==> config.mk <==
export PLATFORM = sky130hd
export DESIGN_NAME = bounded_service_queue_monitor_top_flat
export DESIGN_NICKNAME = d
export VERILOG_FILES = /design/src/rtl/core/bsqm_pkg.sv /design/src/rtl/core/bsqm_ifs.sv /design/src/rtl/core/bounded_service_queue_monitor_top.sv /design/src/rtl/core/bsqm_ctrl.sv /design/src/rtl/core/bsqm_datapath.sv /design/src/flat_wrapper.sv
export VERILOG_INCLUDE_DIRS = /design/src /design/src/rtl/core
export SDC_FILE = /design/constraint.sdc
export NUM_CORES = 2
export LEC_CHECK = 0
export BUFFER_PORTS_ARGS = -buffer_cell sky130_fd_sc_hd__buf_4
export CELL_PAD_IN_SITES_DETAIL_PLACEMENT = 2
export CELL_PAD_IN_SITES_GLOBAL_PLACEMENT = 2
export CORE_ASPECT_RATIO = 1.4
export CORE_MARGIN = 2
export CORE_UTILIZATION = 44
export DETAILED_ROUTE_END_ITERATION = 7
export PLACE_DENSITY_LB_ADDON = 0.1
export SLEW_MARGIN = 20
export SYNTH_ARGS = -nofsm -noshare
export SYNTH_HDL_FRONTEND = slang
export SYNTH_SLANG_ARGS = --single-unit
==> constraint.sdc <==
create_clock -name clk -period 9.92 [get_ports clk]
set_input_delay 0.992 -clock clk [delete_from_list [all_inputs] [get_ports clk]]
set_output_delay 0.992 -clock clk [all_outputs]
set_load 0.03 [all_outputs]
==> src/rtl/core/bounded_service_queue_monitor_top_macros.svh <==
// Assertion macros shared by the queue monitor RTL.
// Expects clk and rst_n in the scope of each use; no other dependencies.
`ifndef BOUNDED_SERVICE_QUEUE_MONITOR_TOP_MACROS_SVH
`define BOUNDED_SERVICE_QUEUE_MONITOR_TOP_MACROS_SVH
`ifndef SYNTHESIS
// Property that must hold at every clock edge out of reset
`define BSQM_ASSERT(lbl, prop, msg) \
  lbl: assert property (@(posedge clk) disable iff (!rst_n) (prop)) else $error(msg);
// Condition on the cycle after the trigger
`define BSQM_ASSERT_NEXT(lbl, ante, cons, msg) \
  lbl: assert property (@(posedge clk) disable iff (!rst_n) (ante) |=> (cons)) else $error(msg);
`else
`define BSQM_ASSERT(lbl, prop, msg)
`define BSQM_ASSERT_NEXT(lbl, ante, cons, msg)
`endif
`endif

==> src/rtl/core/bsqm_pkg.sv <==
// Shared constants and controller command type for the queue monitor.
// No dependencies; imported by the top level, controller and datapath, and referenced by the interfaces.
`default_nettype none

package bsqm_pkg;

  // queue store geometry
  localparam int QUEUE_DEPTH = 64;
  localparam int PTR_W       = (QUEUE_DEPTH > 1) ? $clog2(QUEUE_DEPTH) : 1;
  localparam int OCC_W       = $clog2(QUEUE_DEPTH + 1);
  localparam int TAIL_W      = OCC_W + 1;

  // field widths
  localparam int CAP_W = 7;
  localparam int SVC_W = 2;
  localparam int CNT_W = 32;
  localparam int SUM_W = 48;
  localparam int LEN_W = 7;
  localparam int CMP_W = (OCC_W > CAP_W) ? OCC_W : CAP_W;

  localparam logic [CAP_W-1:0] CAP_RESET = CAP_W'(10);

  // register port
  localparam int APB_AW = 3;
  localparam int APB_DW = 32;
  localparam logic REG_IDX_CAPACITY = 1'b0;

  // controller to datapath commands
  typedef struct packed {
    logic capture;  // latch the input word
    logic push;     // admit or reject the arrival
    logic read;     // fetch head entry
    logic pop;      // serve, count down, accumulate, advance tick
    logic load;     // copy state into the output register
  } bsqm_cmd_t;

endpackage

`default_nettype wire

==> src/rtl/core/bsqm_ifs.sv <==
// Handshake channel interfaces for the queue monitor input and result words.
// Depends on bsqm_pkg for field widths.
`default_nettype none

interface bsqm_in_if;
  logic                         valid;
  logic                         ready;
  logic                         arrival;
  logic [bsqm_pkg::SVC_W-1:0]   service_time;

  modport source (output valid, output arrival, output service_time, input ready);
  modport sink   (input valid, input arrival, input service_time, output ready);
endinterface

interface bsqm_out_if;
  logic                         valid;
  logic                         ready;
  logic [bsqm_pkg::CNT_W-1:0]   arrived_count;
  logic [bsqm_pkg::CNT_W-1:0]   served_count;
  logic [bsqm_pkg::CNT_W-1:0]   turned_away_count;
  logic [bsqm_pkg::SUM_W-1:0]   length_sum;
  logic [bsqm_pkg::SUM_W-1:0]   wait_sum;
  logic [bsqm_pkg::LEN_W-1:0]   queue_length;
  logic [bsqm_pkg::SVC_W-1:0]   service_left;

  modport source (output valid, output arrived_count, output served_count,
                  output turned_away_count, output length_sum, output wait_sum,
                  output queue_length, output service_left, input ready);
  modport sink   (input valid, input arrived_count, input served_count,
                  input turned_away_count, input length_sum, input wait_sum,
                  input queue_length, input service_left, output ready);
endinterface

`default_nettype wire

==> src/rtl/core/bounded_service_queue_monitor_top.sv <==
// Top level of the bounded single-server queue monitor: APB capacity
// register plus controller and datapath. Depends on bsqm_pkg, bsqm_ifs.
`default_nettype none

// Each input word is one tick of a single-server queue: an arrival (with its
// service time) is admitted into a circular store of QUEUE_DEPTH entries or
// turned away when the queue holds queue_capacity customers; an idle server
// then takes the head, and one result word with saturating counts, sums,
// queue length and remaining service is produced per tick. A tick steps
// through accept, push, head read from the single-port store, serve and
// output load, and the next word is accepted only after that load; a stalled
// result holds the sequencer in its load step. The store needs no clearing
// pass after reset. Write queue_capacity at address 0 only
// while no tick is in flight.
module bounded_service_queue_monitor_top (
  input  logic                          clk,
  input  logic                          rst_n,
  bsqm_in_if.sink                       in_chan,
  bsqm_out_if.source                    out_chan,
  input  logic                          psel,
  input  logic                          penable,
  input  logic                          pwrite,
  input  logic [bsqm_pkg::APB_AW-1:0]   paddr,
  input  logic [bsqm_pkg::APB_DW-1:0]   pwdata,
  output logic [bsqm_pkg::APB_DW-1:0]   prdata,
  output logic                          pready
);
  import bsqm_pkg::*;

  logic [CAP_W-1:0] cap_r;
  logic             cap_sel;
  bsqm_cmd_t        cmd;

  // capacity register
  assign cap_sel = (paddr[APB_AW-1] == REG_IDX_CAPACITY);
  assign pready  = 1'b1;

  always_ff @(posedge clk) begin
    if (!rst_n) begin
      cap_r <= CAP_RESET;
    end else if (psel && penable && pwrite && cap_sel) begin
      cap_r <= pwdata[CAP_W-1:0];
    end
  end

  assign prdata = cap_sel ? APB_DW'(cap_r) : '0;

  bsqm_ctrl u_ctrl (
    .clk       (clk),
    .rst_n     (rst_n),
    .in_valid  (in_chan.valid),
    .in_ready  (in_chan.ready),
    .out_ready (out_chan.ready),
    .out_valid (out_chan.valid),
    .cmd       (cmd)
  );

  bsqm_datapath u_dp (
    .clk               (clk),
    .rst_n             (rst_n),
    .cmd               (cmd),
    .queue_capacity    (cap_r),
    .arrival           (in_chan.arrival),
    .service_time      (in_chan.service_time),
    .arrived_count     (out_chan.arrived_count),
    .served_count      (out_chan.served_count),
    .turned_away_count (out_chan.turned_away_count),
    .length_sum        (out_chan.length_sum),
    .wait_sum          (out_chan.wait_sum),
    .queue_length      (out_chan.queue_length),
    .service_left      (out_chan.service_left)
  );

endmodule

`default_nettype wire

==> src/rtl/core/bsqm_ctrl.sv <==
// Sequencing state machine of the queue monitor: steps one word through
// push, head read, pop and output load. Depends on bsqm_pkg and the macros.
`default_nettype none
`include "bounded_service_queue_monitor_top_macros.svh"

module bsqm_ctrl (
  input  logic                clk,
  input  logic                rst_n,
  input  logic                in_valid,
  output logic                in_ready,
  input  logic                out_ready,
  output logic                out_valid,
  output bsqm_pkg::bsqm_cmd_t cmd
);
  import bsqm_pkg::*;

  typedef enum logic [2:0] {S_IDLE, S_PUSH, S_READ, S_POP, S_OUT} state_t;

  state_t state_r, state_nxt;
  logic   out_valid_r, out_valid_nxt;
  logic   slot_free;

  // output register is free now or drains this cycle
  assign slot_free = !out_valid_r || out_ready;

  // next state and commands
  always_comb begin
    cmd       = '0;
    state_nxt = state_r;
    unique case (state_r)
      S_IDLE: begin
        if (in_valid) begin
          cmd.capture = 1'b1;
          state_nxt   = S_PUSH;
        end
      end
      S_PUSH: begin
        cmd.push  = 1'b1;
        state_nxt = S_READ;
      end
      S_READ: begin
        cmd.read  = 1'b1;
        state_nxt = S_POP;
      end
      S_POP: begin
        cmd.pop   = 1'b1;
        state_nxt = S_OUT;
      end
      S_OUT: begin
        if (slot_free) begin
          cmd.load  = 1'b1;
          state_nxt = S_IDLE;
        end
      end
      default: state_nxt = S_IDLE;
    endcase
  end

  always_comb begin
    if (cmd.load) begin
      out_valid_nxt = 1'b1;
    end else if (out_ready) begin
      out_valid_nxt = 1'b0;
    end else begin
      out_valid_nxt = out_valid_r;
    end
  end

  // state and registered valid
  always_ff @(posedge clk) begin
    if (!rst_n) begin
      state_r     <= S_IDLE;
      out_valid_r <= 1'b0;
    end else begin
      state_r     <= state_nxt;
      out_valid_r <= out_valid_nxt;
    end
  end

  assign in_ready  = (state_r == S_IDLE);
  assign out_valid = out_valid_r;

  `BSQM_ASSERT(a_cmd_onehot, $onehot0(cmd), "more than one datapath command at once")
  `BSQM_ASSERT_NEXT(a_accept_push, in_valid && in_ready, cmd.push, "accepted word not pushed next cycle")

endmodule

`default_nettype wire

==> src/rtl/core/bsqm_datapath.sv <==
// Queue store, occupancy and pointer logic, saturating counters and the
// result register of the queue monitor. Depends on bsqm_pkg and the macros.
`default_nettype none
`include "bounded_service_queue_monitor_top_macros.svh"

module bsqm_datapath (
  input  logic                         clk,
  input  logic                         rst_n,
  input  bsqm_pkg::bsqm_cmd_t          cmd,
  input  logic [bsqm_pkg::CAP_W-1:0]   queue_capacity,
  input  logic                         arrival,
  input  logic [bsqm_pkg::SVC_W-1:0]   service_time,
  output logic [bsqm_pkg::CNT_W-1:0]   arrived_count,
  output logic [bsqm_pkg::CNT_W-1:0]   served_count,
  output logic [bsqm_pkg::CNT_W-1:0]   turned_away_count,
  output logic [bsqm_pkg::SUM_W-1:0]   length_sum,
  output logic [bsqm_pkg::SUM_W-1:0]   wait_sum,
  output logic [bsqm_pkg::LEN_W-1:0]   queue_length,
  output logic [bsqm_pkg::SVC_W-1:0]   service_left
);
  import bsqm_pkg::*;

  typedef struct packed {
    logic [CNT_W-1:0] stamp;
    logic [SVC_W-1:0] dur;
  } entry_t;

  // store, no reset: a head entry read from it is used only while the queue holds entries
  entry_t mem [QUEUE_DEPTH];
  entry_t rd_r;

  // latched input word
  logic             arr_r;
  logic [SVC_W-1:0] svc_r;

  // queue and statistics state
  logic [PTR_W-1:0] head_r, head_nxt;
  logic [OCC_W-1:0] occ_r, occ_nxt;
  logic [CNT_W-1:0] tick_r, tick_nxt;
  logic [SVC_W-1:0] cnt_r, cnt_nxt;
  logic [CNT_W-1:0] adm_r, adm_nxt;
  logic [CNT_W-1:0] srv_r, srv_nxt;
  logic [CNT_W-1:0] rej_r, rej_nxt;
  logic [SUM_W-1:0] len_r, len_nxt;
  logic [SUM_W-1:0] wait_r, wait_nxt;

  // result register
  logic [CNT_W-1:0] o_adm_r, o_srv_r, o_rej_r;
  logic [SUM_W-1:0] o_len_r, o_wait_r;
  logic [LEN_W-1:0] o_qlen_r;
  logic [SVC_W-1:0] o_left_r;

  logic [CMP_W-1:0]  cap_eff;
  logic              admit;
  logic [TAIL_W-1:0] tail_sum, tail_mod;
  logic [PTR_W-1:0]  tail;
  logic              pop_go;
  logic [CNT_W-1:0]  waited;
  logic [SVC_W-1:0]  cnt_sel;
  logic [OCC_W-1:0]  occ_pop;
  logic [SUM_W:0]    wait_add, len_add;

  // admission: capacity clipped to store depth
  always_comb begin
    if (CMP_W'(queue_capacity) > CMP_W'(QUEUE_DEPTH)) begin
      cap_eff = CMP_W'(QUEUE_DEPTH);
    end else begin
      cap_eff = CMP_W'(queue_capacity);
    end
    admit = arr_r && (CMP_W'(occ_r) < cap_eff);
  end

  // tail = (head + occupancy) mod depth, sum stays below twice the depth
  always_comb begin
    tail_sum = TAIL_W'(head_r) + TAIL_W'(occ_r);
    if (tail_sum >= TAIL_W'(QUEUE_DEPTH)) begin
      tail_mod = tail_sum - TAIL_W'(QUEUE_DEPTH);
    end else begin
      tail_mod = tail_sum;
    end
    tail = tail_mod[PTR_W-1:0];
  end

  // serve step terms
  always_comb begin
    pop_go   = (cnt_r == '0) && (occ_r != '0);
    waited   = tick_r - rd_r.stamp;
    cnt_sel  = pop_go ? rd_r.dur : cnt_r;
    occ_pop  = occ_r - OCC_W'(pop_go);
    wait_add = {1'b0, wait_r} + (SUM_W+1)'(waited);
    len_add  = {1'b0, len_r} + (SUM_W+1)'(occ_pop);
  end

  // next state
  always_comb begin
    head_nxt = head_r;
    occ_nxt  = occ_r;
    tick_nxt = tick_r;
    cnt_nxt  = cnt_r;
    adm_nxt  = adm_r;
    srv_nxt  = srv_r;
    rej_nxt  = rej_r;
    len_nxt  = len_r;
    wait_nxt = wait_r;
    if (cmd.push && arr_r) begin
      if (admit) begin
        occ_nxt = occ_r + OCC_W'(1);
        adm_nxt = (&adm_r) ? adm_r : adm_r + CNT_W'(1);
      end else begin
        rej_nxt = (&rej_r) ? rej_r : rej_r + CNT_W'(1);
      end
    end
    if (cmd.pop) begin
      if (pop_go) begin
        head_nxt = (head_r == PTR_W'(QUEUE_DEPTH - 1)) ? '0 : head_r + PTR_W'(1);
        srv_nxt  = (&srv_r) ? srv_r : srv_r + CNT_W'(1);
        wait_nxt = wait_add[SUM_W] ? '1 : wait_add[SUM_W-1:0];
      end
      occ_nxt  = occ_pop;
      cnt_nxt  = (cnt_sel != '0) ? cnt_sel - SVC_W'(1) : '0;
      len_nxt  = len_add[SUM_W] ? '1 : len_add[SUM_W-1:0];
      tick_nxt = tick_r + CNT_W'(1);
    end
  end

  // store write and registered head read
  always_ff @(posedge clk) begin
    if (cmd.push && admit) begin
      mem[tail] <= '{stamp: tick_r, dur: svc_r};
    end
    if (cmd.read) begin
      rd_r <= mem[head_r];
    end
  end

  // payload registers
  always_ff @(posedge clk) begin
    if (cmd.capture) begin
      arr_r <= arrival;
      svc_r <= service_time;
    end
    if (cmd.load) begin
      o_adm_r  <= adm_r;
      o_srv_r  <= srv_r;
      o_rej_r  <= rej_r;
      o_len_r  <= len_r;
      o_wait_r <= wait_r;
      o_qlen_r <= LEN_W'(occ_r);
      o_left_r <= cnt_r;
    end
  end

  // queue state and statistics
  always_ff @(posedge clk) begin
    if (!rst_n) begin
      head_r <= '0;
      occ_r  <= '0;
      tick_r <= '0;
      cnt_r  <= '0;
      adm_r  <= '0;
      srv_r  <= '0;
      rej_r  <= '0;
      len_r  <= '0;
      wait_r <= '0;
    end else begin
      head_r <= head_nxt;
      occ_r  <= occ_nxt;
      tick_r <= tick_nxt;
      cnt_r  <= cnt_nxt;
      adm_r  <= adm_nxt;
      srv_r  <= srv_nxt;
      rej_r  <= rej_nxt;
      len_r  <= len_nxt;
      wait_r <= wait_nxt;
    end
  end

  assign arrived_count     = o_adm_r;
  assign served_count      = o_srv_r;
  assign turned_away_count = o_rej_r;
  assign length_sum        = o_len_r;
  assign wait_sum          = o_wait_r;
  assign queue_length      = o_qlen_r;
  assign service_left      = o_left_r;

  `BSQM_ASSERT(a_occ_bound, occ_r <= OCC_W'(QUEUE_DEPTH), "occupancy above store depth")
  `BSQM_ASSERT_NEXT(a_push_occ, cmd.push && admit, occ_r == $past(occ_r) + OCC_W'(1), "admitted word did not raise occupancy")
  `BSQM_ASSERT_NEXT(a_pop_tick, cmd.pop, tick_r == $past(tick_r) + CNT_W'(1), "tick did not advance after serve step")

endmodule

`default_nettype wire
==> src/flat_wrapper.sv <==
// flat-port wrapper written by rule: the top's interface ports become plain ports
module bounded_service_queue_monitor_top_flat import bsqm_pkg::*;
  (clk, rst_n, psel, penable, pwrite, paddr, pwdata, prdata, pready, in_chan_valid, in_chan_arrival, in_chan_service_time, in_chan_ready, out_chan_valid, out_chan_arrived_count, out_chan_served_count, out_chan_turned_away_count, out_chan_length_sum, out_chan_wait_sum, out_chan_queue_length, out_chan_service_left, out_chan_ready);
  bsqm_in_if in_chan_i ();
  bsqm_out_if out_chan_i ();
  input  logic clk;
  input  logic rst_n;
  input  logic psel;
  input  logic penable;
  input  logic pwrite;
  input  logic [bsqm_pkg::APB_AW-1:0] paddr;
  input  logic [bsqm_pkg::APB_DW-1:0] pwdata;
  output logic [bsqm_pkg::APB_DW-1:0] prdata;
  output logic pready;
  input wire logic [$bits(in_chan_i.valid)-1:0] in_chan_valid;
  input wire logic [$bits(in_chan_i.arrival)-1:0] in_chan_arrival;
  input wire logic [$bits(in_chan_i.service_time)-1:0] in_chan_service_time;
  output wire logic [$bits(in_chan_i.ready)-1:0] in_chan_ready;
  output wire logic [$bits(out_chan_i.valid)-1:0] out_chan_valid;
  output wire logic [$bits(out_chan_i.arrived_count)-1:0] out_chan_arrived_count;
  output wire logic [$bits(out_chan_i.served_count)-1:0] out_chan_served_count;
  output wire logic [$bits(out_chan_i.turned_away_count)-1:0] out_chan_turned_away_count;
  output wire logic [$bits(out_chan_i.length_sum)-1:0] out_chan_length_sum;
  output wire logic [$bits(out_chan_i.wait_sum)-1:0] out_chan_wait_sum;
  output wire logic [$bits(out_chan_i.queue_length)-1:0] out_chan_queue_length;
  output wire logic [$bits(out_chan_i.service_left)-1:0] out_chan_service_left;
  input wire logic [$bits(out_chan_i.ready)-1:0] out_chan_ready;
  assign in_chan_i.valid = in_chan_valid;
  assign in_chan_i.arrival = in_chan_arrival;
  assign in_chan_i.service_time = in_chan_service_time;
  assign in_chan_ready = in_chan_i.ready;
  assign out_chan_valid = out_chan_i.valid;
  assign out_chan_arrived_count = out_chan_i.arrived_count;
  assign out_chan_served_count = out_chan_i.served_count;
  assign out_chan_turned_away_count = out_chan_i.turned_away_count;
  assign out_chan_length_sum = out_chan_i.length_sum;
  assign out_chan_wait_sum = out_chan_i.wait_sum;
  assign out_chan_queue_length = out_chan_i.queue_length;
  assign out_chan_service_left = out_chan_i.service_left;
  assign out_chan_i.ready = out_chan_ready;
  bounded_service_queue_monitor_top u_core (.clk(clk), .rst_n(rst_n), .in_chan(in_chan_i), .out_chan(out_chan_i), .psel(psel), .penable(penable), .pwrite(pwrite), .paddr(paddr), .pwdata(pwdata), .prdata(prdata), .pready(pready));
endmodule
==> impl_metrics.toml <==
[run_status]
status = "finished, final reports clean"

[drt]
dr.pass1.iters = 6
drt_iter0_markers = 4807
detail-route-antenna-nets = 0
wl_per_cell_um = 35.88
routed_wl_mm = 321.4
drc_errors = 0
detail_route.vias_per_cell = 6.112
detailroute.via_count = 54750

[setup_path]
r2r_slack_ns = 2.73
critPathKind = "flip-flop to flip-flop"
r2r_cells = 18
worstPathArrival_ns = 7.95
path_max_fanout = 68
crit_required_ns = 10.67
crit_start = "u_core.u_dp.tick_r[0]$_SDFFE_PN0P_"
critPathBufInv = 1
critPathLaunchType = "flip-flop"
cp_slowest_cell = "dfxtp_4"
max_stage_delay_ns = 0.83
crit_chain = "inv_1, ha_1, fa_1, nor2b_1, o31a_1, o21a_1, o22ai_1, o21ai_0, o2111ai_1, and3_1, a311oi_1, ha_1, nand3_1, nor3_1, o21ai_0, a21oi_1, nand2b_1, a31oi_1"
crit_end = "u_core.u_dp.wait_r[45]$_SDFFE_PN0P_"
crit_family = "compound AO/OA/AOI/OAI gates"
r2r_start = "u_core.u_dp.tick_r[0]$_SDFFE_PN0P_"
endpoint_kind = "flip-flop"
crit_cells = 18
timing.rr.end = "u_core.u_dp.wait_r[45]$_SDFFE_PN0P_"

[clock_tree]
cts_tree = "yes"
h-tree-depth = 5
clockRootBuffer = "clkbuf_16"
clkTransAtPathRegs_ns = 0.07
clockBufferDepth = 4
cts_resized = 0
post_cts.repair.setup_buffers = 0
cts_hold_buf = 0
clk-insertion-delay-late_ns = 0.88
cts_made_buffers = 270
clkSinkCount = 2664

[sta]
final-hold-violation-count = 0
fmax_ghz = 0.1390
setup_tns_ns = 0
max_slew_margin = 0.2352
worstMarginPinSlew_ns = 1.144
period_needed_ns = 7.195
finalSetupViolCount = 0
rsz0062_at_grt = "no"
final_max_slew_viol_count = 0
finClkSkew_ns = 0.05207
min_period_over_period = 0.7253

[yosys]
synth_area_leader_cell = "edfxtp_1"
yosys_register_bits = 2664
async_flop_share = 0
yosysTopAreaCellShare = 0.6923
yosysUniqueCellTypes = 77
avgSynthCellArea_sq_um = 19.93
ys_seq_area_frac = 0.7401
synth_edf_count = 2414
yosysWarnings = 0
synth_area_sq_um = 104700
syn_inst = 5254
ys_top_cells_by_area = "edfxtp_1 69%, mux4_2 15%, dfxtp_1 4.8%"
ys.flop_type = "edfxtp_1"

[finish]
area_delta_synth_final_pct = 14.06
drive_gt1_frac = 0.2709
multiInputGateArea_sq_um = 26450
postLayoutCoreUtil = 0.5055
regArea_sq_um = 77560
fin_nets = 5804
nFillCells = 20780

[grt]
antenna_found_initial = 18
first_global_vias = 59740
grt_max_degree = 128
grt_usage = 0.2647
grt_pass1_wl_mm = 457.6
grt-ovfl-total = 0

[floorplanning]
die_w_um = 416.3
fp.dieArea_sq_um = 242000
start_util = 0.4432
rows = 211
core_sq_um = 236300
pin_count = 281
die_h_um = 581.2

[pwr]
p_leak_uw = 0.03805
vdd_drop_max_mv = 0.1222
p_per_area_nw_per_um2 = 189.9

[placed_design]
dp_hpwl_mm = 183.1
place.gp.congestion = 0.7881
port_buffers = 227

[hold_path]
min_path_type = "primary input to flip-flop"
worstHoldStart = "in_chan_service_time[1]"

[job]
max-cap-violations = 0
power by group:
group	switching [uW]	internal, uW
clock	4490	5610
sequential	25.1	12100
combinational	293	156
total	4800	17900
per-layer routing:
layer	GRT usage	wire, um	vias up	part of all wire
met1	0.3319	124000	29910	0.39
met4	0.07251	8882	10	0.028
met5	0	80	-	0.00025
met2	0.4791	171100	2079	0.53
li1	-	-	22250	-
met3	0.03673	17360	501	0.054
state kept, by name (all words and copies together) (netlist names), 34 cells and up:
register,cells
u_core.u_dp.len_r,48
u_core.u_dp.length_sum,48
u_core.u_dp.mem,2176
u_core.u_dp.rd_r,34
u_core.u_dp.wait_r,48
u_core.u_dp.wait_sum,48
cell usage in the layout, fill, tap and decap left out, drive strengths merged, types with 54 or more instances in the layout:
cell / n
nor2: 278
o21ai: 98
dfxtp: 250
xnor2: 105
xor2: 108
clkbuf: 346
a21oi: 145
ha: 92
clkinv: 87
edfxtp: 2414
nand3: 78
nand2: 148
nand4: 54
inv: 97
buf: 368
mux4: 714
cell usage after synthesis, types with 4 or more instances:
| library cell | number |
|---|---|
| nor3_1 | 43 |
| nand2_1 | 148 |
| edfxtp_1 | 2414 |
| and4_1 | 20 |
| o21a_1 | 14 |
| a311oi_1 | 8 |
| a31oi_1 | 32 |
| mux4_2 | 714 |
| nor2_1 | 278 |
| xnor2_1 | 105 |
| nor3b_1 | 7 |
| clkbuf_1 | 168 |
| a211oi_1 | 17 |
| o21ai_0 | 98 |
| and2_1 | 19 |
| o31a_1 | 7 |
| o211ai_1 | 5 |
| mux2i_1 | 12 |
| fa_1 | 4 |
| a221oi_1 | 8 |
| a21oi_1 | 145 |
| nand4_1 | 53 |
| a21o_1 | 27 |
| and3_1 | 40 |
| nand2b_1 | 12 |
| buf_1 | 57 |
| or4_1 | 6 |
| buf_4 | 27 |
| or2_2 | 6 |
| o21bai_1 | 11 |
| a2111oi_0 | 5 |
| nand3_1 | 78 |
| ha_1 | 92 |
| inv_1 | 84 |
| nor4_1 | 18 |
| nor2b_1 | 20 |
| dfxtp_1 | 250 |
| or3_1 | 28 |
| xor2_1 | 108 |
area by class of cell:
cell class,count,area share
Clock inverter,128,0.009020
Timing Repair Buffer,368,0.02390
Sequential cell,2664,0.6494
Multi-Input combinational cell,2275,0.2215
Tap cell,3088,0.03235
Inverter,84,0.002682
Antenna cell,5,0.0001048
Clock buffer,346,0.06108
stage by stage:
step	area, sq um	hold WS [ns]	worst slack [ns]	instances	power (uW)
2_1_floorplan	104800	0.4082	3.165	5278	12670
3_3_place_gp	111000	0.4175	2.548	8478	12810
3_5_place_dp	111000	0.4216	2.209	8478	12830
4_1_cts	119400	0.3025	2.175	8952	22900
5_1_grt	119400	0.3210	2.237	8954	23250
6_report	119400	0.3548	2.725	8958	22690
how the worst min path moves through the flow:
stage / endpoint / slack, ns / depth (start not counted)
global route: u_core.u_dp.arr_r$_DFFE_PP_ / 0.32 / 1
floorplan: u_core.u_dp.arrived_count[16]$_DFFE_PP_ / 0.41 / 0
finish: u_core.u_dp.svc_r[1]$_DFFE_PP_ / 0.35 / 1
global placement: u_core.u_dp.arrived_count[16]$_DFFE_PP_ / 0.42 / 0
detailed placement: u_core.u_dp.arrived_count[16]$_DFFE_PP_ / 0.42 / 0
CTS: u_core.u_dp.arr_r$_DFFE_PP_ / 0.30 / 1
kinds of logic after synthesis:
| kind of cell | count (synthesis) | synth area share |
|---|---|---|
| XOR/XNOR | 213 | 0.01782 |
| buffers and inverters | 339 | 0.01316 |
| AND/OR/NAND/NOR | 794 | 0.03720 |
| AO/OA/AOI/OAI | 419 | 0.02512 |
| flip-flops | 2664 | 0.7401 |
| other | 2 | 0.00007172 |
| multiplexers | 727 | 0.1548 |
| adder cells (fa/ha/maj) | 96 | 0.01176 |
No activity file was read; power rests on OpenSTA's default activity.
